==> src/sv/length_prefixed_frame_deframer_defines.svh <==
// Assertion macros for the length-prefixed frame deframer.
// Depends on nothing; the including module provides aclk and aresetn.
`ifndef LENGTH_PREFIXED_FRAME_DEFRAMER_DEFINES_SVH
`define LENGTH_PREFIXED_FRAME_DEFRAMER_DEFINES_SVH

// Same-cycle implication, checked outside reset
`define LPFD_ASSERT_IMP(lbl, ante, cons) \
    lbl: assert property (@(posedge aclk) disable iff (!aresetn) (ante) |-> (cons)) \
        else $error("deframer assertion failed");

// Next-cycle implication, checked outside reset
`define LPFD_ASSERT_NXT(lbl, ante, cons) \
    lbl: assert property (@(posedge aclk) disable iff (!aresetn) (ante) |=> (cons)) \
        else $error("deframer assertion failed");

`endif

==> src/sv/lpfd_pkg.sv <==
// Shared types and constants for the length-prefixed frame deframer.
// No dependencies.
package lpfd_pkg;

    localparam int HDR_STORE_DEPTH = 23;
    localparam int HCOUNT_W        = 5;
    localparam int CFG_IDX_W       = 1;
    localparam int CFG_DATA_W      = 32;
    localparam int QDEPTH          = 4;
    localparam int QPTR_W          = 2;
    localparam int QCNT_W          = 3;
    localparam int TDATA_W         = 200;
    localparam int TDATA_USED      = 193;

    localparam logic [7:0]  VERSION_RST     = 8'd1;
    localparam logic [31:0] MAX_PAYLOAD_RST = 32'd1048576;

    localparam logic [CFG_IDX_W-1:0] CFG_VERSION     = 1'd0;
    localparam logic [CFG_IDX_W-1:0] CFG_MAX_PAYLOAD = 1'd1;

    localparam logic [1:0] KIND_HEADER  = 2'd0;
    localparam logic [1:0] KIND_PAYLOAD = 2'd1;
    localparam logic [1:0] KIND_REJECT  = 2'd2;

    localparam logic ERR_VERSION  = 1'b0;
    localparam logic ERR_TOO_LONG = 1'b1;

    typedef struct packed {
        logic [1:0]  kind;
        logic [7:0]  frame_type;
        logic [15:0] flags;
        logic [63:0] rid_high;
        logic [63:0] rid_low;
        logic [31:0] length;
        logic [7:0]  data;
        logic        err;
        logic        last;
    } entry_t;

    typedef struct packed {
        logic                in_payload;
        logic [HCOUNT_W-1:0] hcount;
    } front_status_t;

endpackage

==> src/sv/lpfd_front.sv <==
// Front end: accepts bytes, assembles and checks headers, tracks payload.
// Depends on lpfd_pkg.
module lpfd_front (
    input  logic                             aclk,
    input  logic                             aresetn,
    input  logic                             cfg_we,
    input  logic [lpfd_pkg::CFG_IDX_W-1:0]   cfg_index,
    input  logic [lpfd_pkg::CFG_DATA_W-1:0]  cfg_data,
    input  logic                             in_valid,
    output logic                             in_ready,
    input  logic [7:0]                       in_byte,
    input  logic                             q_full,
    output logic                             push,
    output lpfd_pkg::entry_t                 push_entry,
    output lpfd_pkg::front_status_t          status
);

    logic [7:0]                    version_reg;
    logic [31:0]                   max_reg;
    logic                          in_payload_reg, in_payload_next;
    logic [lpfd_pkg::HCOUNT_W-1:0] hcount_reg, hcount_next;
    logic [31:0]                   left_reg, left_next;
    logic [7:0]                    hstore_reg [lpfd_pkg::HDR_STORE_DEPTH];
    logic                          accept;
    logic                          shift_en;
    logic [31:0]                   hdr_len;

    assign in_ready = !q_full;
    assign accept   = in_valid && in_ready;
    // hstore_reg[0] holds the newest byte, so header byte i sits at index 22-i
    assign hdr_len  = {hstore_reg[2], hstore_reg[1], hstore_reg[0], in_byte};

    always_ff @(posedge aclk) begin
        if (!aresetn) begin
            version_reg <= lpfd_pkg::VERSION_RST;
            max_reg     <= lpfd_pkg::MAX_PAYLOAD_RST;
        end else if (cfg_we) begin
            case (cfg_index)
                lpfd_pkg::CFG_VERSION:     version_reg <= cfg_data[7:0];
                lpfd_pkg::CFG_MAX_PAYLOAD: max_reg     <= cfg_data;
                default: ;
            endcase
        end
    end

    always_comb begin
        in_payload_next       = in_payload_reg;
        hcount_next           = hcount_reg;
        left_next             = left_reg;
        shift_en              = 1'b0;
        push                  = 1'b0;
        push_entry.kind       = lpfd_pkg::KIND_PAYLOAD;
        push_entry.frame_type = hstore_reg[21];
        push_entry.flags      = {hstore_reg[20], hstore_reg[19]};
        push_entry.rid_high   = {hstore_reg[18], hstore_reg[17], hstore_reg[16], hstore_reg[15],
                                 hstore_reg[14], hstore_reg[13], hstore_reg[12], hstore_reg[11]};
        push_entry.rid_low    = {hstore_reg[10], hstore_reg[9], hstore_reg[8], hstore_reg[7],
                                 hstore_reg[6], hstore_reg[5], hstore_reg[4], hstore_reg[3]};
        push_entry.length     = hdr_len;
        push_entry.data       = in_byte;
        push_entry.err        = lpfd_pkg::ERR_VERSION;
        push_entry.last       = 1'b0;
        if (accept) begin
            if (in_payload_reg) begin
                push            = 1'b1;
                push_entry.last = (left_reg == 32'd1);
                left_next       = left_reg - 32'd1;
                if (left_reg == 32'd1) begin
                    in_payload_next = 1'b0;
                end
            end else if (hcount_reg < lpfd_pkg::HCOUNT_W'(lpfd_pkg::HDR_STORE_DEPTH)) begin
                shift_en    = 1'b1;
                hcount_next = hcount_reg + 1'b1;
            end else begin
                push        = 1'b1;
                hcount_next = '0;
                if (hstore_reg[22] != version_reg) begin
                    push_entry.kind = lpfd_pkg::KIND_REJECT;
                    push_entry.err  = lpfd_pkg::ERR_VERSION;
                end else if (hdr_len > max_reg) begin
                    push_entry.kind = lpfd_pkg::KIND_REJECT;
                    push_entry.err  = lpfd_pkg::ERR_TOO_LONG;
                end else begin
                    push_entry.kind = lpfd_pkg::KIND_HEADER;
                    push_entry.last = (hdr_len == 32'd0);
                    if (hdr_len != 32'd0) begin
                        in_payload_next = 1'b1;
                        left_next       = hdr_len;
                    end
                end
            end
        end
    end

    always_ff @(posedge aclk) begin
        if (!aresetn) begin
            in_payload_reg <= 1'b0;
            hcount_reg     <= '0;
            left_reg       <= '0;
        end else begin
            in_payload_reg <= in_payload_next;
            hcount_reg     <= hcount_next;
            left_reg       <= left_next;
        end
    end

    always_ff @(posedge aclk) begin
        if (shift_en) begin
            hstore_reg[0] <= in_byte;
            for (int i = 1; i < lpfd_pkg::HDR_STORE_DEPTH; i++) begin
                hstore_reg[i] <= hstore_reg[i-1];
            end
        end
    end

    assign status.in_payload = in_payload_reg;
    assign status.hcount     = hcount_reg;

endmodule

==> src/sv/lpfd_queue.sv <==
// Short queue of classified transactions between front and back.
// Depends on lpfd_pkg.
module lpfd_queue (
    input  logic              aclk,
    input  logic              aresetn,
    input  logic              push,
    input  lpfd_pkg::entry_t  push_entry,
    input  logic              pop,
    output logic              q_valid,
    output logic              q_full,
    output lpfd_pkg::entry_t  q_entry
);

    lpfd_pkg::entry_t              mem_reg [lpfd_pkg::QDEPTH];
    logic [lpfd_pkg::QPTR_W-1:0]   wr_ptr_reg, rd_ptr_reg;
    logic [lpfd_pkg::QCNT_W-1:0]   count_reg, count_next;

    assign q_valid = (count_reg != '0);
    assign q_full  = (count_reg == lpfd_pkg::QCNT_W'(lpfd_pkg::QDEPTH));
    assign q_entry = mem_reg[rd_ptr_reg];

    always_comb begin
        count_next = count_reg;
        case ({push, pop})
            2'b10:   count_next = count_reg + 1'b1;
            2'b01:   count_next = count_reg - 1'b1;
            default: count_next = count_reg;
        endcase
    end

    always_ff @(posedge aclk) begin
        if (!aresetn) begin
            wr_ptr_reg <= '0;
            rd_ptr_reg <= '0;
            count_reg  <= '0;
        end else begin
            count_reg <= count_next;
            if (push) begin
                wr_ptr_reg <= wr_ptr_reg + 1'b1;
            end
            if (pop) begin
                rd_ptr_reg <= rd_ptr_reg + 1'b1;
            end
        end
    end

    always_ff @(posedge aclk) begin
        if (push) begin
            mem_reg[wr_ptr_reg] <= push_entry;
        end
    end

endmodule

==> src/sv/lpfd_back.sv <==
// Back end: formats queued transactions into results and holds the output register.
// Depends on lpfd_pkg.
module lpfd_back (
    input  logic                            aclk,
    input  logic                            aresetn,
    input  logic                            q_valid,
    input  lpfd_pkg::entry_t                q_entry,
    output logic                            pop,
    output logic                            m_tvalid,
    input  logic                            m_tready,
    output logic [lpfd_pkg::TDATA_W-1:0]    m_tdata,
    output logic [1:0]                      m_tuser,
    output logic                            m_tlast
);

    logic                          valid_reg;
    logic [lpfd_pkg::TDATA_W-1:0]  data_reg, data_next;
    logic [1:0]                    kind_reg;
    logic                          last_reg;

    assign pop = q_valid && (!valid_reg || m_tready);

    // Zero every field that does not belong to the transaction's kind
    always_comb begin
        data_next = '0;
        case (q_entry.kind)
            lpfd_pkg::KIND_HEADER: begin
                data_next[183:0] = {q_entry.length, q_entry.rid_low, q_entry.rid_high,
                                    q_entry.flags, q_entry.frame_type};
            end
            lpfd_pkg::KIND_PAYLOAD: begin
                data_next[191:184] = q_entry.data;
            end
            lpfd_pkg::KIND_REJECT: begin
                data_next[192] = q_entry.err;
            end
            default: data_next = '0;
        endcase
    end

    always_ff @(posedge aclk) begin
        if (!aresetn) begin
            valid_reg <= 1'b0;
        end else if (pop) begin
            valid_reg <= 1'b1;
        end else if (m_tready) begin
            valid_reg <= 1'b0;
        end
    end

    always_ff @(posedge aclk) begin
        if (pop) begin
            data_reg <= data_next;
            kind_reg <= q_entry.kind;
            last_reg <= q_entry.last;
        end
    end

    assign m_tvalid = valid_reg;
    assign m_tdata  = data_reg;
    assign m_tuser  = kind_reg;
    assign m_tlast  = last_reg;

endmodule

==> src/sv/length_prefixed_frame_deframer.sv <==
// Length-prefixed frame deframer: one byte accepted per cycle, sustained while m_tready is high.
// A result is written to the 4-entry transaction queue when its byte is accepted and is
// then loaded into the output register, which drives m_tvalid, once that register is free;
// s_tready drops only when the queue fills under output back-pressure.
// Reset (synchronous, aresetn low): hunting for a header, queue and output empty,
// version register back to 1 and length limit back to 1048576.
`include "length_prefixed_frame_deframer_defines.svh"

module length_prefixed_frame_deframer (
    input  logic                            aclk,
    input  logic                            aresetn,
    input  logic                            cfg_we,
    input  logic [lpfd_pkg::CFG_IDX_W-1:0]  cfg_index,
    input  logic [lpfd_pkg::CFG_DATA_W-1:0] cfg_data,
    input  logic                            s_tvalid,
    output logic                            s_tready,
    input  logic [7:0]                      s_tdata,  // data_byte
    output logic                            m_tvalid,
    input  logic                            m_tready,
    // frame type, flags, request id high, request id low, length, payload byte,
    // error code, zero padding
    output logic [lpfd_pkg::TDATA_W-1:0]    m_tdata,
    output logic [1:0]                      m_tuser,  // kind
    output logic                            m_tlast
);

    logic                    push, pop, q_valid, q_full;
    lpfd_pkg::entry_t        push_entry, q_entry;
    lpfd_pkg::front_status_t front_status;

    lpfd_front u_front (
        .aclk       (aclk),
        .aresetn    (aresetn),
        .cfg_we     (cfg_we),
        .cfg_index  (cfg_index),
        .cfg_data   (cfg_data),
        .in_valid   (s_tvalid),
        .in_ready   (s_tready),
        .in_byte    (s_tdata),
        .q_full     (q_full),
        .push       (push),
        .push_entry (push_entry),
        .status     (front_status)
    );

    lpfd_queue u_queue (
        .aclk       (aclk),
        .aresetn    (aresetn),
        .push       (push),
        .push_entry (push_entry),
        .pop        (pop),
        .q_valid    (q_valid),
        .q_full     (q_full),
        .q_entry    (q_entry)
    );

    lpfd_back u_back (
        .aclk     (aclk),
        .aresetn  (aresetn),
        .q_valid  (q_valid),
        .q_entry  (q_entry),
        .pop      (pop),
        .m_tvalid (m_tvalid),
        .m_tready (m_tready),
        .m_tdata  (m_tdata),
        .m_tuser  (m_tuser),
        .m_tlast  (m_tlast)
    );

    // Header collection restarts from zero whenever a payload is in flight
    `LPFD_ASSERT_IMP(a_payload_no_hdr, front_status.in_payload, front_status.hcount == '0)
    // A rejection never closes a frame
    `LPFD_ASSERT_IMP(a_reject_not_last, m_tvalid && m_tlast, m_tuser != lpfd_pkg::KIND_REJECT)
    // A rejection carries only its error code
    `LPFD_ASSERT_IMP(a_reject_clean, m_tvalid && m_tuser == lpfd_pkg::KIND_REJECT, m_tdata[191:0] == '0)

endmodule
==> config.mk <==
export PLATFORM = sky130hd
export DESIGN_NAME = length_prefixed_frame_deframer
export DESIGN_NICKNAME = d
export VERILOG_FILES = /design/src/sv/lpfd_pkg.sv /design/src/sv/lpfd_front.sv /design/src/sv/lpfd_queue.sv /design/src/sv/lpfd_back.sv /design/src/sv/length_prefixed_frame_deframer.sv
export VERILOG_INCLUDE_DIRS = /design/src /design/src/sv
export SDC_FILE = /design/constraint.sdc
export NUM_CORES = 1
export LEC_CHECK = 0
export ABC_AREA = 1
export ABC_CLOCK_PERIOD_IN_PS = 17500
export BUFFER_PORTS_ARGS = -buffer_cell sky130_fd_sc_hd__buf_2
export CAP_MARGIN = 0
export CELL_PAD_IN_SITES_DETAIL_PLACEMENT = 1
export CELL_PAD_IN_SITES_GLOBAL_PLACEMENT = 2
export CORE_MARGIN = 4
export CORE_UTILIZATION = 30
export DETAILED_ROUTE_END_ITERATION = 16
export GPL_TIMING_DRIVEN = 1
export PLACE_DENSITY_LB_ADDON = 0.1
export SYNTH_ARGS = -nofsm -noshare
export SYNTH_HDL_FRONTEND = slang
export SYNTH_SLANG_ARGS = --single-unit
==> constraint.sdc <==
create_clock -name aclk -period 17.5 [get_ports aclk]
set_clock_uncertainty 0.1 [all_clocks]
set_input_delay 2.625 -clock aclk [delete_from_list [all_inputs] [get_ports aclk]]
set_output_delay 2.625 -clock aclk [all_outputs]
set_load 0.05 [all_outputs]
==> results summary, run 1 <==
The slew at the pin with the worst max-slew slack came out at 1130 ps. The cell count of the worst hold path is 2. The synthesis-to-finish area growth is 16.4%. The clock sink total is 1220.

The maximum buffer depth of the clock tree is 3. The CTS buffer count came out at 141. The proportion of synthesized chip area in sequential cells came out at 76.5%. The signal on the critical path passes through buf_2 -> nand2_1 -> nor2_1 -> inv_1 -> nor2_4 -> buf_12 -> buf_4. The number of rows in the core area came out at 144. Once the clock tree was built, the setup fixing pass inserted 0 buffers. The largest driver fanout on the critical path came out at 129. In the final routed layout, each cell accounts on average for 22.4 um. The share of total power dissipated in combinational logic is 27.1%. The synthesized netlist devotes 0.206% of its cell area to XOR and XNOR gates. The routed design has 132000 um of wire. The number of buffers added to fix hold violations after cts is 0. The CTS tree is built. After synthesis, the share of flip-flops with an asynchronous set or reset is 0%. The share of cell area taken by muxes after synthesis came out at 0%. The global placement routability congestion is 0.712. The final-report max-slew violation count is 0. The first global-routing pass estimated 195000 um of wire. After layout, the worst path uses 30.0% of the clock period. Cell internal power was estimated by the tool at 5830 uW. The startpoint of the lowest-slack hold path is u_front.max_reg[13]$_SDFFE_PN0P_. The via count of the first global-routing pass is 28000. Counting flops and latches in the post-synthesis netlist gives 1220. The floorplan step set the die height to 403 um.

The post-synth design cell area is 46700 um2. Clock-pin slew was measured on the worst setup and hold paths at 60 ps. Synthesis produced a netlist whose cell count is 3481. The flip-flop count of the largest register after layout is 752. The time the worst path needs with I/O delays and setup came out at 5250 ps. The cell leakage power is 0.0188 uW. In this run the critical register-to-register path is captured at u_queue.mem_reg[0][185]$_DFFE_PP_. The setup violation total in the final timing report is 0. The path type of the worst min-delay path is flop to flop. Broken down by cell family, the worst path's largest delay share belongs to buffers and inverters. The clock insertion delay at the later pin of the skew report is 770 ps.

The worst reg-to-reg path cell count came out at 6. Headroom to the max-slew limit came out at 24.7%. The post-layout instance area is 54400 um2. The overall via count from detail_route is 27000. The detailed-router iteration count before antenna repair is 5. For this run, the slowest stage of the critical path takes 910 ps. The net switching power is 3500 uW. The kind of critical path is input pin to flop.

The worst setup path is captured at a flop. In this run the critical register-to-register path is launched from u_front.in_payload_reg$_SDFFE_PN0P_. The total count of hold-check failures in the final report came to 0. Dividing the detail-routed via count by the number of cells gives 4.59. The detail route stage leaves a number of antenna-violating nets equal to 0.

The quantity of I/O buffers inserted on ports is 243. The post-synthesis adder-cell area fraction is 1.11%. The arrival time of data at the critical path endpoint came out at 5530 ps. Once the clock tree was built, the resizer swapped 0 gates to a different size. The highest attainable clock frequency came out at 0.190 GHz. The synthesized netlist devotes 9.99% of its cell area to simple gates. The run finished with clean final reports.

The core footprint is 154000 um2. The buffering stage count on the worst path with inverters included came out at 4. In the layout the commonest cells are edfxtp_1, nor2_1, o21ai_0, buf_2, nand2_1. The clock network fraction of design power came out at 30.1%. The total placed instance area came out at 50100 um2. The worst-case hold path end point is u_front.max_reg[13]$_SDFFE_PN0P_. The top-level I/O count came out at 251. STA classifies the critical path startpoint as an input pin.

The number of enable-type register cells in the synthesized netlist is 1132. The number of different library cells in the post-synthesis netlist is 50. Across all register-to-register paths, the minimum setup slack is 13250 ps. The total die area came out at 162000 um2.

The accumulated negative setup slack is 0 ps. VDD sags by at most 91.9 uV. The number of antenna violations at the first check in global routing is 4. The tree is rooted in a clkbuf_16. The number of max-cap violations is 0.

The total power per unit cell area is 171 nW/um2. The average instance in the mapped netlist occupies 13.4 um2. Among all flip-flop cells after synthesis, the most frequent one is edfxtp_1.

The slowest stage cell on the critical path is buf_4. The pin count of the biggest net entering global routing came out at 175. Tracing the worst setup path back leads to its startpoint at s_tvalid.

The H-tree level count is 4. The total half-perimeter wirelength after legalization and detailed placement came out at 74600 um. The proportion of total power due to net switching is 37.5%. In this run, flip-flops and latches consume 42.8% of the power. Measured along the x axis, the die boundary spans 403 um.

The initial core utilization came out at 30.3%. The number of remaining DRC errors is 0. For this run, the post-layout net count is 3816. The number of warning messages in the yosys log came out at 0. The main combinational cell family by area after synthesis is simple AND/OR/NAND/NOR gates. The most frequent standard cell in the layout excluding fill and tap cells is edfxtp_1.

The detailed router finished its first iteration with 1527 violations. The layout cell share with drive strength beyond 1 is 17.6%. For the worst setup path, the data required time is 17780 ps.

Setup repair after global routing left no endpoint under its margin. The combined global-route utilization of all metal layers is 16.1%. The synthesized netlist devotes 9.13% of its cell area to compound gates. The global-route congestion overflow total is 0.
==> Yosys cell counts, types with 3 or more instances <==
cell type	number	area (um2)
edfxtp_1	1132	34000
nor2_1	874	3280
o21ai_0	420	2100
nand2_1	221	830
a21oi_2	161	1410
inv_1	119	447
clkbuf_1	113	424
dfxtp_1	88	1760
a21oi_1	87	435
ha_1	40	500
nand3_1	32	160
buf_2	23	115
buf_6	21	236
inv_2	14	52.6
buf_1	13	48.8
o21ai_1	13	65.1
buf_4	10	75.1
nor3_1	10	50.1
nand4_1	9	56.3
a32o_1	8	80.1
xor2_1	8	70.1
nor2_2	6	37.5
nor4_1	6	37.5
nor3_2	5	50.1
a31oi_1	4	25.0
clkinv_1	4	15.0
nand2_2	3	18.8
nor2_4	3	33.8
o31ai_1	3	22.5
xnor2_1	3	26.3
==> power groups by stage <==
stage	Clock [uW]	Sequential, uW	Combinational, uW
final	2800	3990	2530
after global routing	3030	4030	2740
after floorplan	0	4950	975
after global placement	0	4060	2600
after detailed placement	0	4060	2620
after CTS	2910	4010	2620
==> layer usage <==
metal / wire length [um] / global-route usage, %
met5: 0 / 0
met4: 2320 / 4.07
met3: 4160 / 2.62
met2: 61600 / 25.9
met1: 63600 / 22.8
==> stage by stage <==
step	setup WS [ps]	hold slack, ps	cells	utilization [%]	total power, uW
floorplan	2620	330	3487	-	5930
global placement	11440	348	5630	32.4	6660
detailed placement	11420	350	5630	32.4	6670
CTS	12280	362	5880	35.2	9540
global route	12060	394	5880	35.2	9800
finish	12250	357	5881	35.2	9320
==> logic make-up after synthesis <==
logic type                 after synthesis
AOI/OAI and AO/OA                      711
xor gates and xnor gates                11
adders and majority gates               41
buffers and inverters                  317
DFF                                   1220
other                                    1
and+or+nand+nor                       1180
==> worst reg2reg max path, cell delays in order (launching register included) <==
cell and delay, ps:
dfxtp_2 830, nor2_1 290, nor2_1 240, inv_1 240, nor2_4 280, buf_12 580, buf_4 1280
==> worst max path at each step <==
stage          slack (ps)  cells past startpoint                                end
4_1_cts             12280                      8   u_queue.mem_reg[3][80]$_DFFE_PP_
5_1_grt             12060                      8   u_queue.mem_reg[3][54]$_DFFE_PP_
2_1_floorplan        2620                      9  u_queue.count_reg[2]$_SDFFE_PN0P_
6_report            12250                      7  u_queue.mem_reg[0][185]$_DFFE_PP_
3_3_place_gp        11440                      8   u_queue.mem_reg[3][63]$_DFFE_PP_
3_5_place_dp        11420                      8   u_queue.mem_reg[3][63]$_DFFE_PP_
==> layout make-up <==
| type | count | area (um2) |
|---|---|---|
| multi-input cells | 1950 | 9630 |
| repair buffers | 279 | 1570 |
| well taps | 2044 | 2560 |
| inverters | 137 | 529 |
| fillers | 16200 | 100000 |
| clock buffers | 177 | 3710 |
| diodes | 1 | 2.50 |
| clock inverters | 73 | 626 |
| flip-flops and latches | 1220 | 35800 |
Note: power is estimated with default switching activity, not from simulation.
==> inputs of run 2 (changes only) <==
Settings changed: ABC_AREA 1 to 0, ABC_CLOCK_PERIOD_IN_PS 17500 to 4700.
Clock period 17.5 ns to 4.7 ns, I/O delays scaled along.
==> results summary, run 2 <==
The floorplan step defined a die boundary enclosing 157000 um2. The path class of the tightest hold or removal check is input pin to flop. The number of max-cap violations is 0. The fraction of synthesized cell area taken by the top area cell type came out at 75.3%. The data required time of the worst path is 5200 ps. After detailed routing, the number of remaining DRC violations is 0. The slew at the pin with the worst max-slew slack came out at 1150 ps. The stage delay of the slowest cell on the critical path came out at 640 ps. The H-tree level count is 4.

The via-per-instance ratio came out at 4.61. No sink is reached through more buffers than the 3 on the longest clock path. During placement, the flow inserted port buffers numbering 243. Timing would allow up to 0.270 GHz. The largest area contributor in the synthesized netlist is edfxtp_1.

The CTS tree is built. The primary flip-flop cell chosen by synthesis mapping is edfxtp_1. The via count of the first global-routing pass is 24300. The combined global-route utilization of all metal layers came out at 14.8%.

The detailed-router iteration count before antenna repair is 5. The smallest clock period supported by the final layout is computed as 3700 ps. The startpoint type of the worst setup path is a flop. The pin count of the biggest net entering global routing is 133. STA classifies the critical path endpoint as a flop. The number of warning messages in the yosys log came out at 0. The count of nets left with antenna violations once routing finished came out at 0.

The worst pin sits at a relative slew slack of 23.4%. The number of different library cells in the post-synthesis netlist came out at 59. The clock slew at the register clock pins of the worst setup and hold paths came out at 50 ps. Of all flip-flops after synthesis, the portion carrying an async set or reset was 0%. The initial core utilization is 30.2%. The height of the die is 396 um. The library cell used most frequently in the layout, excluding fill and tap cells, is edfxtp_1. The number of buffers added to fix hold violations after cts came out at 0.

After synthesis the netlist holds a flip-flop and latch count of 1220. Buffers added to address setup during post-CTS repair amount to 0. The total count of hold-check failures in the final report came out at 0.

The part of the cycle the worst path needs came out at 78.7%. The finished cells cover 53500 um2. The total wirelength of the detailed-routed design is 116000 um. The first-iteration detailed-routing DRC count came out at 1362. The flip-flop count of the largest register after layout is 752.

The chip width came out at 396 um. In the post-synthesis netlist, the cell with the most instances is edfxtp_1. The core footprint came out at 150000 um2. The worst setup path is of the flop to flop kind.

The buffer cell driving the clock tree root is clkbuf_16. Ranked by total cell area, the synthesized netlist is headed by edfxtp_1, mux4_2, dfxtp_1, nor2b_1, nand2_1. The cell leakage power came out at 0.0176 uW. The layout cell share with drive strength beyond 1 is 25.7%. The proportion of synthesized chip area in sequential cells came out at 79.2%.

The arrival time of data at the critical path endpoint is 4190 ps. The total half-perimeter wirelength after legalization and detailed placement came out at 68200 um. The clock sink total came out at 1220. In the layout the commonest cells are edfxtp_1, buf_2, mux4_2, nor2b_1, nand2_1. Setup repair after global routing left no endpoint under its margin.

IR analysis of the VDD net gives a maximum drop of 464 uV. The first-pass GRT wire length is 171000 um. For this block, the via count after detailed routing is 22000. Walking the worst path, the cells encountered are ha_1 -> nand4_1 -> or4_4 -> o21ai_0 -> a31oi_1 -> or4_1 -> buf_4 -> a221oi_1 -> a211oi_2. The run finished with clean final reports. The largest driver fanout on the critical path came out at 32. After detailed routing, the average wire length per cell comes to 24.3 um. The final-report max-slew violation count came out at 0. The top-level I/O count came out at 251. The clock reaches the later pin of the worst-skew pair after 760 ps. In this run the cell area measured after placement is 49000 um2. The slowest stage of the critical path is the or4_4 cell. The CTS buffer count is 141. The end-of-flow core utilization is 35.8%. The total power per unit cell area is 598 nW/um2. The synthesized area per cell is 19.6 um2. The number of rows in the core area is 142. By count the netlist is led by edfxtp_1, mux4_2, nor2b_1, nand2_1, a21oi_1. The global placement routability congestion came out at 0.732. The global-route congestion overflow total came out at 0. The post-synth design cell area came out at 45100 um2. The instance count of the mapped netlist is 2304. The number of antenna violations at the first check in global routing came out at 10. Post-CTS repair changed the size of 0 cells. Yosys mapped a number of flops with a built-in enable equal to 1132. The setup violation total in the final timing report is 0. The net total in the final layout is 2713. The synthesis-to-finish area growth is 18.6%.
## run 2: path summary, 6_finish.rpt
path              slack, ps  cells after the start                                from                                to
setup reg to reg       1000                      9  u_front.hstore_reg[0][4]$_DFFE_PP_  u_front.left_reg[1]$_SDFFE_PN0P_
setup / recovery       1000                      9  u_front.hstore_reg[0][4]$_DFFE_PP_  u_front.left_reg[1]$_SDFFE_PN0P_
hold / removal          100                      3                        cfg_data[12]  u_front.max_reg[12]$_SDFFE_PN0P_
hold reg to reg         360                      2    u_front.max_reg[14]$_SDFFE_PN0P_  u_front.max_reg[14]$_SDFFE_PN0P_
## run 2: power breakdown
group,leakage (uW),switching [uW],internal (uW),total (uW)
Combinational,0.00413,4890,1590,6480
Clock,0.00221,4390,6290,10700
Sequential,0.0112,972,13900,14800
## run 2: layout make-up
cell class / instances / area [um2]
clock buffers: 188 / 3820
clock inverters: 69 / 688
well taps: 2016 / 2520
fillers: 14800 / 96100
diodes: 4 / 10.0
repair buffers: 284 / 1760
flip-flops and latches: 1220 / 35800
multi-input cells: 922 / 8760
inverters: 57 / 215
## run 2: metrics by stage
stage	total power, uW	setup slack (ps)	hold WS, ps	TNS [ps]	cells
after floorplan	20600	-990	336	-2130	2310
after global placement	21700	1030	353	0	4499
after detailed placement	21800	891	350	0	4499
after CTS	32700	901	16.6	0	4756
after global routing	33400	831	51.4	0	4759
final	32000	1000	100	0	4760
## run 2: critical path, delay by kind of cell (launching register included)
kind                       cells  cell delay, ps
AOI/OAI and AO/OA              4             780
adders and majority gates      1             390
buffers and inverters          1             280
and+or+nand+nor                3            1350
DFF                            1             620
## run 2: layer usage
metal / vias to the layer above / track usage (%) / routed length, um
li1: 9718 / - / -
met1: 11700 / 19.5 / 51200
met2: 395 / 24.9 / 57800
met3: 154 / 2.62 / 4090
met4: 0 / 4.47 / 2510
met5: - / 0 / 0
## run 2: kinds of logic after synthesis
logic type                 Yosys count  share of synthesized area [%]
adders and majority gates           41                           1.15
muxes                              196                           9.56
DFF                               1220                           79.2
and+or+nand+nor                    479                           5.51
AOI/OAI and AO/OA                  186                           2.82
other                                1                        0.00831
xor gates and xnor gates            13                          0.252
buffers and inverters              168                           1.49
==> inputs of run 3 (changes only) <==
Settings changed: ABC_CLOCK_PERIOD_IN_PS 4700 to 3780.
Clock period 4.7 ns to 3.78 ns, I/O delays scaled along.
==> results summary, run 3 (same netlist as run 2, synthesis figures left out) <==
The clock insertion delay at the later pin of the skew report is 770 ps. In the routed layout, each cell is associated on average with a via count of 4.62. The worst reg-to-reg path cell count came out at 9. The tightest slew margin relative to the limit came out at 29.1%. The worst hold path passes through 3 cells. The most frequent standard cell in the layout excluding fill and tap cells is edfxtp_1. The CTS tree is built.

The height of the die came out at 396 um. The pin count of the biggest net entering global routing is 95. The H-tree level count is 4. The worst hold path terminates at u_front.max_reg[6]$_SDFFE_PN0P_. The critical path capture point type is a flop. For this run, design rule violations remaining after detail routing come to 0. The register share of total power is 45.5%. The combined global-route utilization of all metal layers came out at 15.2%. The startpoint type of the worst setup path is a flop. The buffer cell driving the clock tree root is clkbuf_16. The cell leakage power came out at 0.0181 uW. The end-of-flow core utilization is 36.5%. Registers take 35800 um2. The combinational share of power is 21.0%. Of the cells placed in the final design, the portion with a size suffix greater than 1 is 26.7%. In this run the worst path has a maximum fanout of 30. The run finished with clean final reports. The final-report max-slew violation count is 0. The net total in the final layout is 2797. The fill cell total of the finished layout came out at 14800. The number of max-cap violations came out at 0. The setup violation total in the final timing report came out at 0. The register-to-register setup slack is 220 ps. For this design the top-level I/O count stands at 251. The number of cells upsized or downsized after cts came out at 0. On the worst path, the slowest cell contributes a delay of 670 ps.

The worst setup path is of the flop to flop kind. The highest ir drop seen on vdd is 938 uV. The worst register-to-register path begins at u_front.hstore_reg[0][19]$_DFFE_PP_. Setup repair after global routing left no endpoint under its margin. The initial core utilization is 30.2%. The total count of hold-check failures in the final report is 0. The flip-flop count of the largest register after layout is 752. The endpoint identified for the worst register-to-register timing path is u_front.left_reg[12]$_SDFFE_PN0P_. The count of buffers added by post-CTS timing repair for setup is 0.

With fillers left out, the area of the finished cells amounts to 54600 um2. The quantity of I/O buffers inserted on ports came out at 243. The slowest stage of the critical path is the nor4_1 cell. The via count of the first global-routing pass came out at 24700. The global placement routability congestion is 0.734. The core footprint came out at 150000 um2.

The proportion of total power due to net switching came out at 32.1%. STA puts the critical path data arrival time at 4080 ps. The chip width came out at 396 um. The total die area is 157000 um2.

The synthesis-to-finish area growth came out at 21.0%. The worst hold path begins at cfg_data[6]. The internal power is 27300 uW. Across all hold checks on the routed design, the worst slack comes to 66.0 ps.

The slew at the pin with the worst max-slew slack is 1060 ps. The clock slew at the register clock pins of the worst setup and hold paths came out at 60 ps. The critical path goes through ha_1 -> nand4_1 -> nor4_1 -> buf_4 -> o21ai_0 -> a31oi_1 -> or4_1 -> and2_4 -> o22ai_1. The highest attainable clock frequency is 0.281 GHz.

The time the worst path needs with I/O delays and setup came out at 3560 ps. The data required time of the worst path came out at 4290 ps. The number of clock buffers added by TritonCTS is 139. The global-route congestion overflow total is 0.

The overall via count from detail_route is 22300. Summing internal, switching and leakage power gives 40200 uW. The clock sink total is 1220.

In this run, the number of DRC markers left after iteration 0 of detailed routing was 1193. For this run, the detailed router's first-pass iteration total came to 5. The total wirelength of the detailed-routed design came out at 118000 um.

The total power per unit cell area came out at 737 nW/um2. The area of the multi-input gates came out at 8790 um2. The min-delay analysis places its worst path in the category input pin to flop.

The number of rows in the core area is 142. The part of the cycle the worst path needs came out at 94.2%. Leaving out fill and tap cells, the most frequent cells in the layout are edfxtp_1, buf_2, mux4_2, nor2b_1, nand2_1. After detailed routing, the average wire length per cell comes to 24.4 um.

The number of buffers added to fix hold violations after cts is 36. The number of antenna violations at the first check in global routing is 5. The net switching power came out at 12900 uW.

The placed instances occupy a cell area of 49700 um2. The total half-perimeter wirelength after legalization and detailed placement is 72600 um. Of the total power, the clock network draws 33.5%. The first-pass GRT wire length came out at 174000 um. In this run the remaining antenna-violating nets after routing total 0. The maximum buffer depth of the clock tree came out at 3.
run 3: metal layers:
layer	up-vias	part of all wire [%]	GRT usage, %
met1	11900	44	20.0
li1	9879	-	-
met5	-	0	0
met4	0	2.0	3.95
met3	161	3.6	2.89
met2	407	50	25.8
run 3: worst max-delay path, delay by kind of cell, from the launching register on:
| kind | cells | cell delay, ps |
|---|---|---|
| adder cells (fa/ha/maj) | 1 | 340 |
| AO/OA/AOI/OAI | 3 | 670 |
| flip-flops | 1 | 400 |
| buffers and inverters | 1 | 210 |
| AND/OR/NAND/NOR | 4 | 1680 |
run 3: through the flow:
stage	cells	setup slack [ps]	setup TNS [ps]
finish	4840	219	0
global route	4839	94.6	0
CTS	4839	206	0
detailed placement	4549	193	0
global placement	4549	269	0
floorplan	2310	-1800	-242420
run 3: cell type report:
class,count,share of cell area (%)
diodes,1,0.00458
multi-input cells,922,16.1
inverters,57,0.417
clock buffers,178,6.81
flip-flops and latches,1220,65.5
well taps,2016,4.62
repair buffers,370,5.01
clock inverters,76,1.55
run 3: worst max-delay path by stage:
stage                                              to                                start
floorplan           u_queue.count_reg[2]$_SDFFE_PN0P_                             m_tready
global placement     u_front.left_reg[1]$_SDFFE_PN0P_                           s_tdata[6]
detailed placement   u_front.left_reg[9]$_SDFFE_PN0P_  u_front.hstore_reg[0][19]$_DFFE_PP_
CTS                  u_front.left_reg[9]$_SDFFE_PN0P_  u_front.hstore_reg[0][19]$_DFFE_PP_
global route         u_front.left_reg[1]$_SDFFE_PN0P_   u_front.hstore_reg[0][6]$_DFFE_PP_
finish              u_front.left_reg[12]$_SDFFE_PN0P_  u_front.hstore_reg[0][19]$_DFFE_PP_
run 3: power by group through the flow:
stage | clock, uW | combinational, uW | sequential, uW
final | 13500 | 8430 | 18300
after global routing | 14600 | 8980 | 18500
after CTS | 14000 | 8730 | 18400
after detailed placement | 0 | 8680 | 18700
after global placement | 0 | 8650 | 18600
after floorplan | 0 | 2460 | 21400
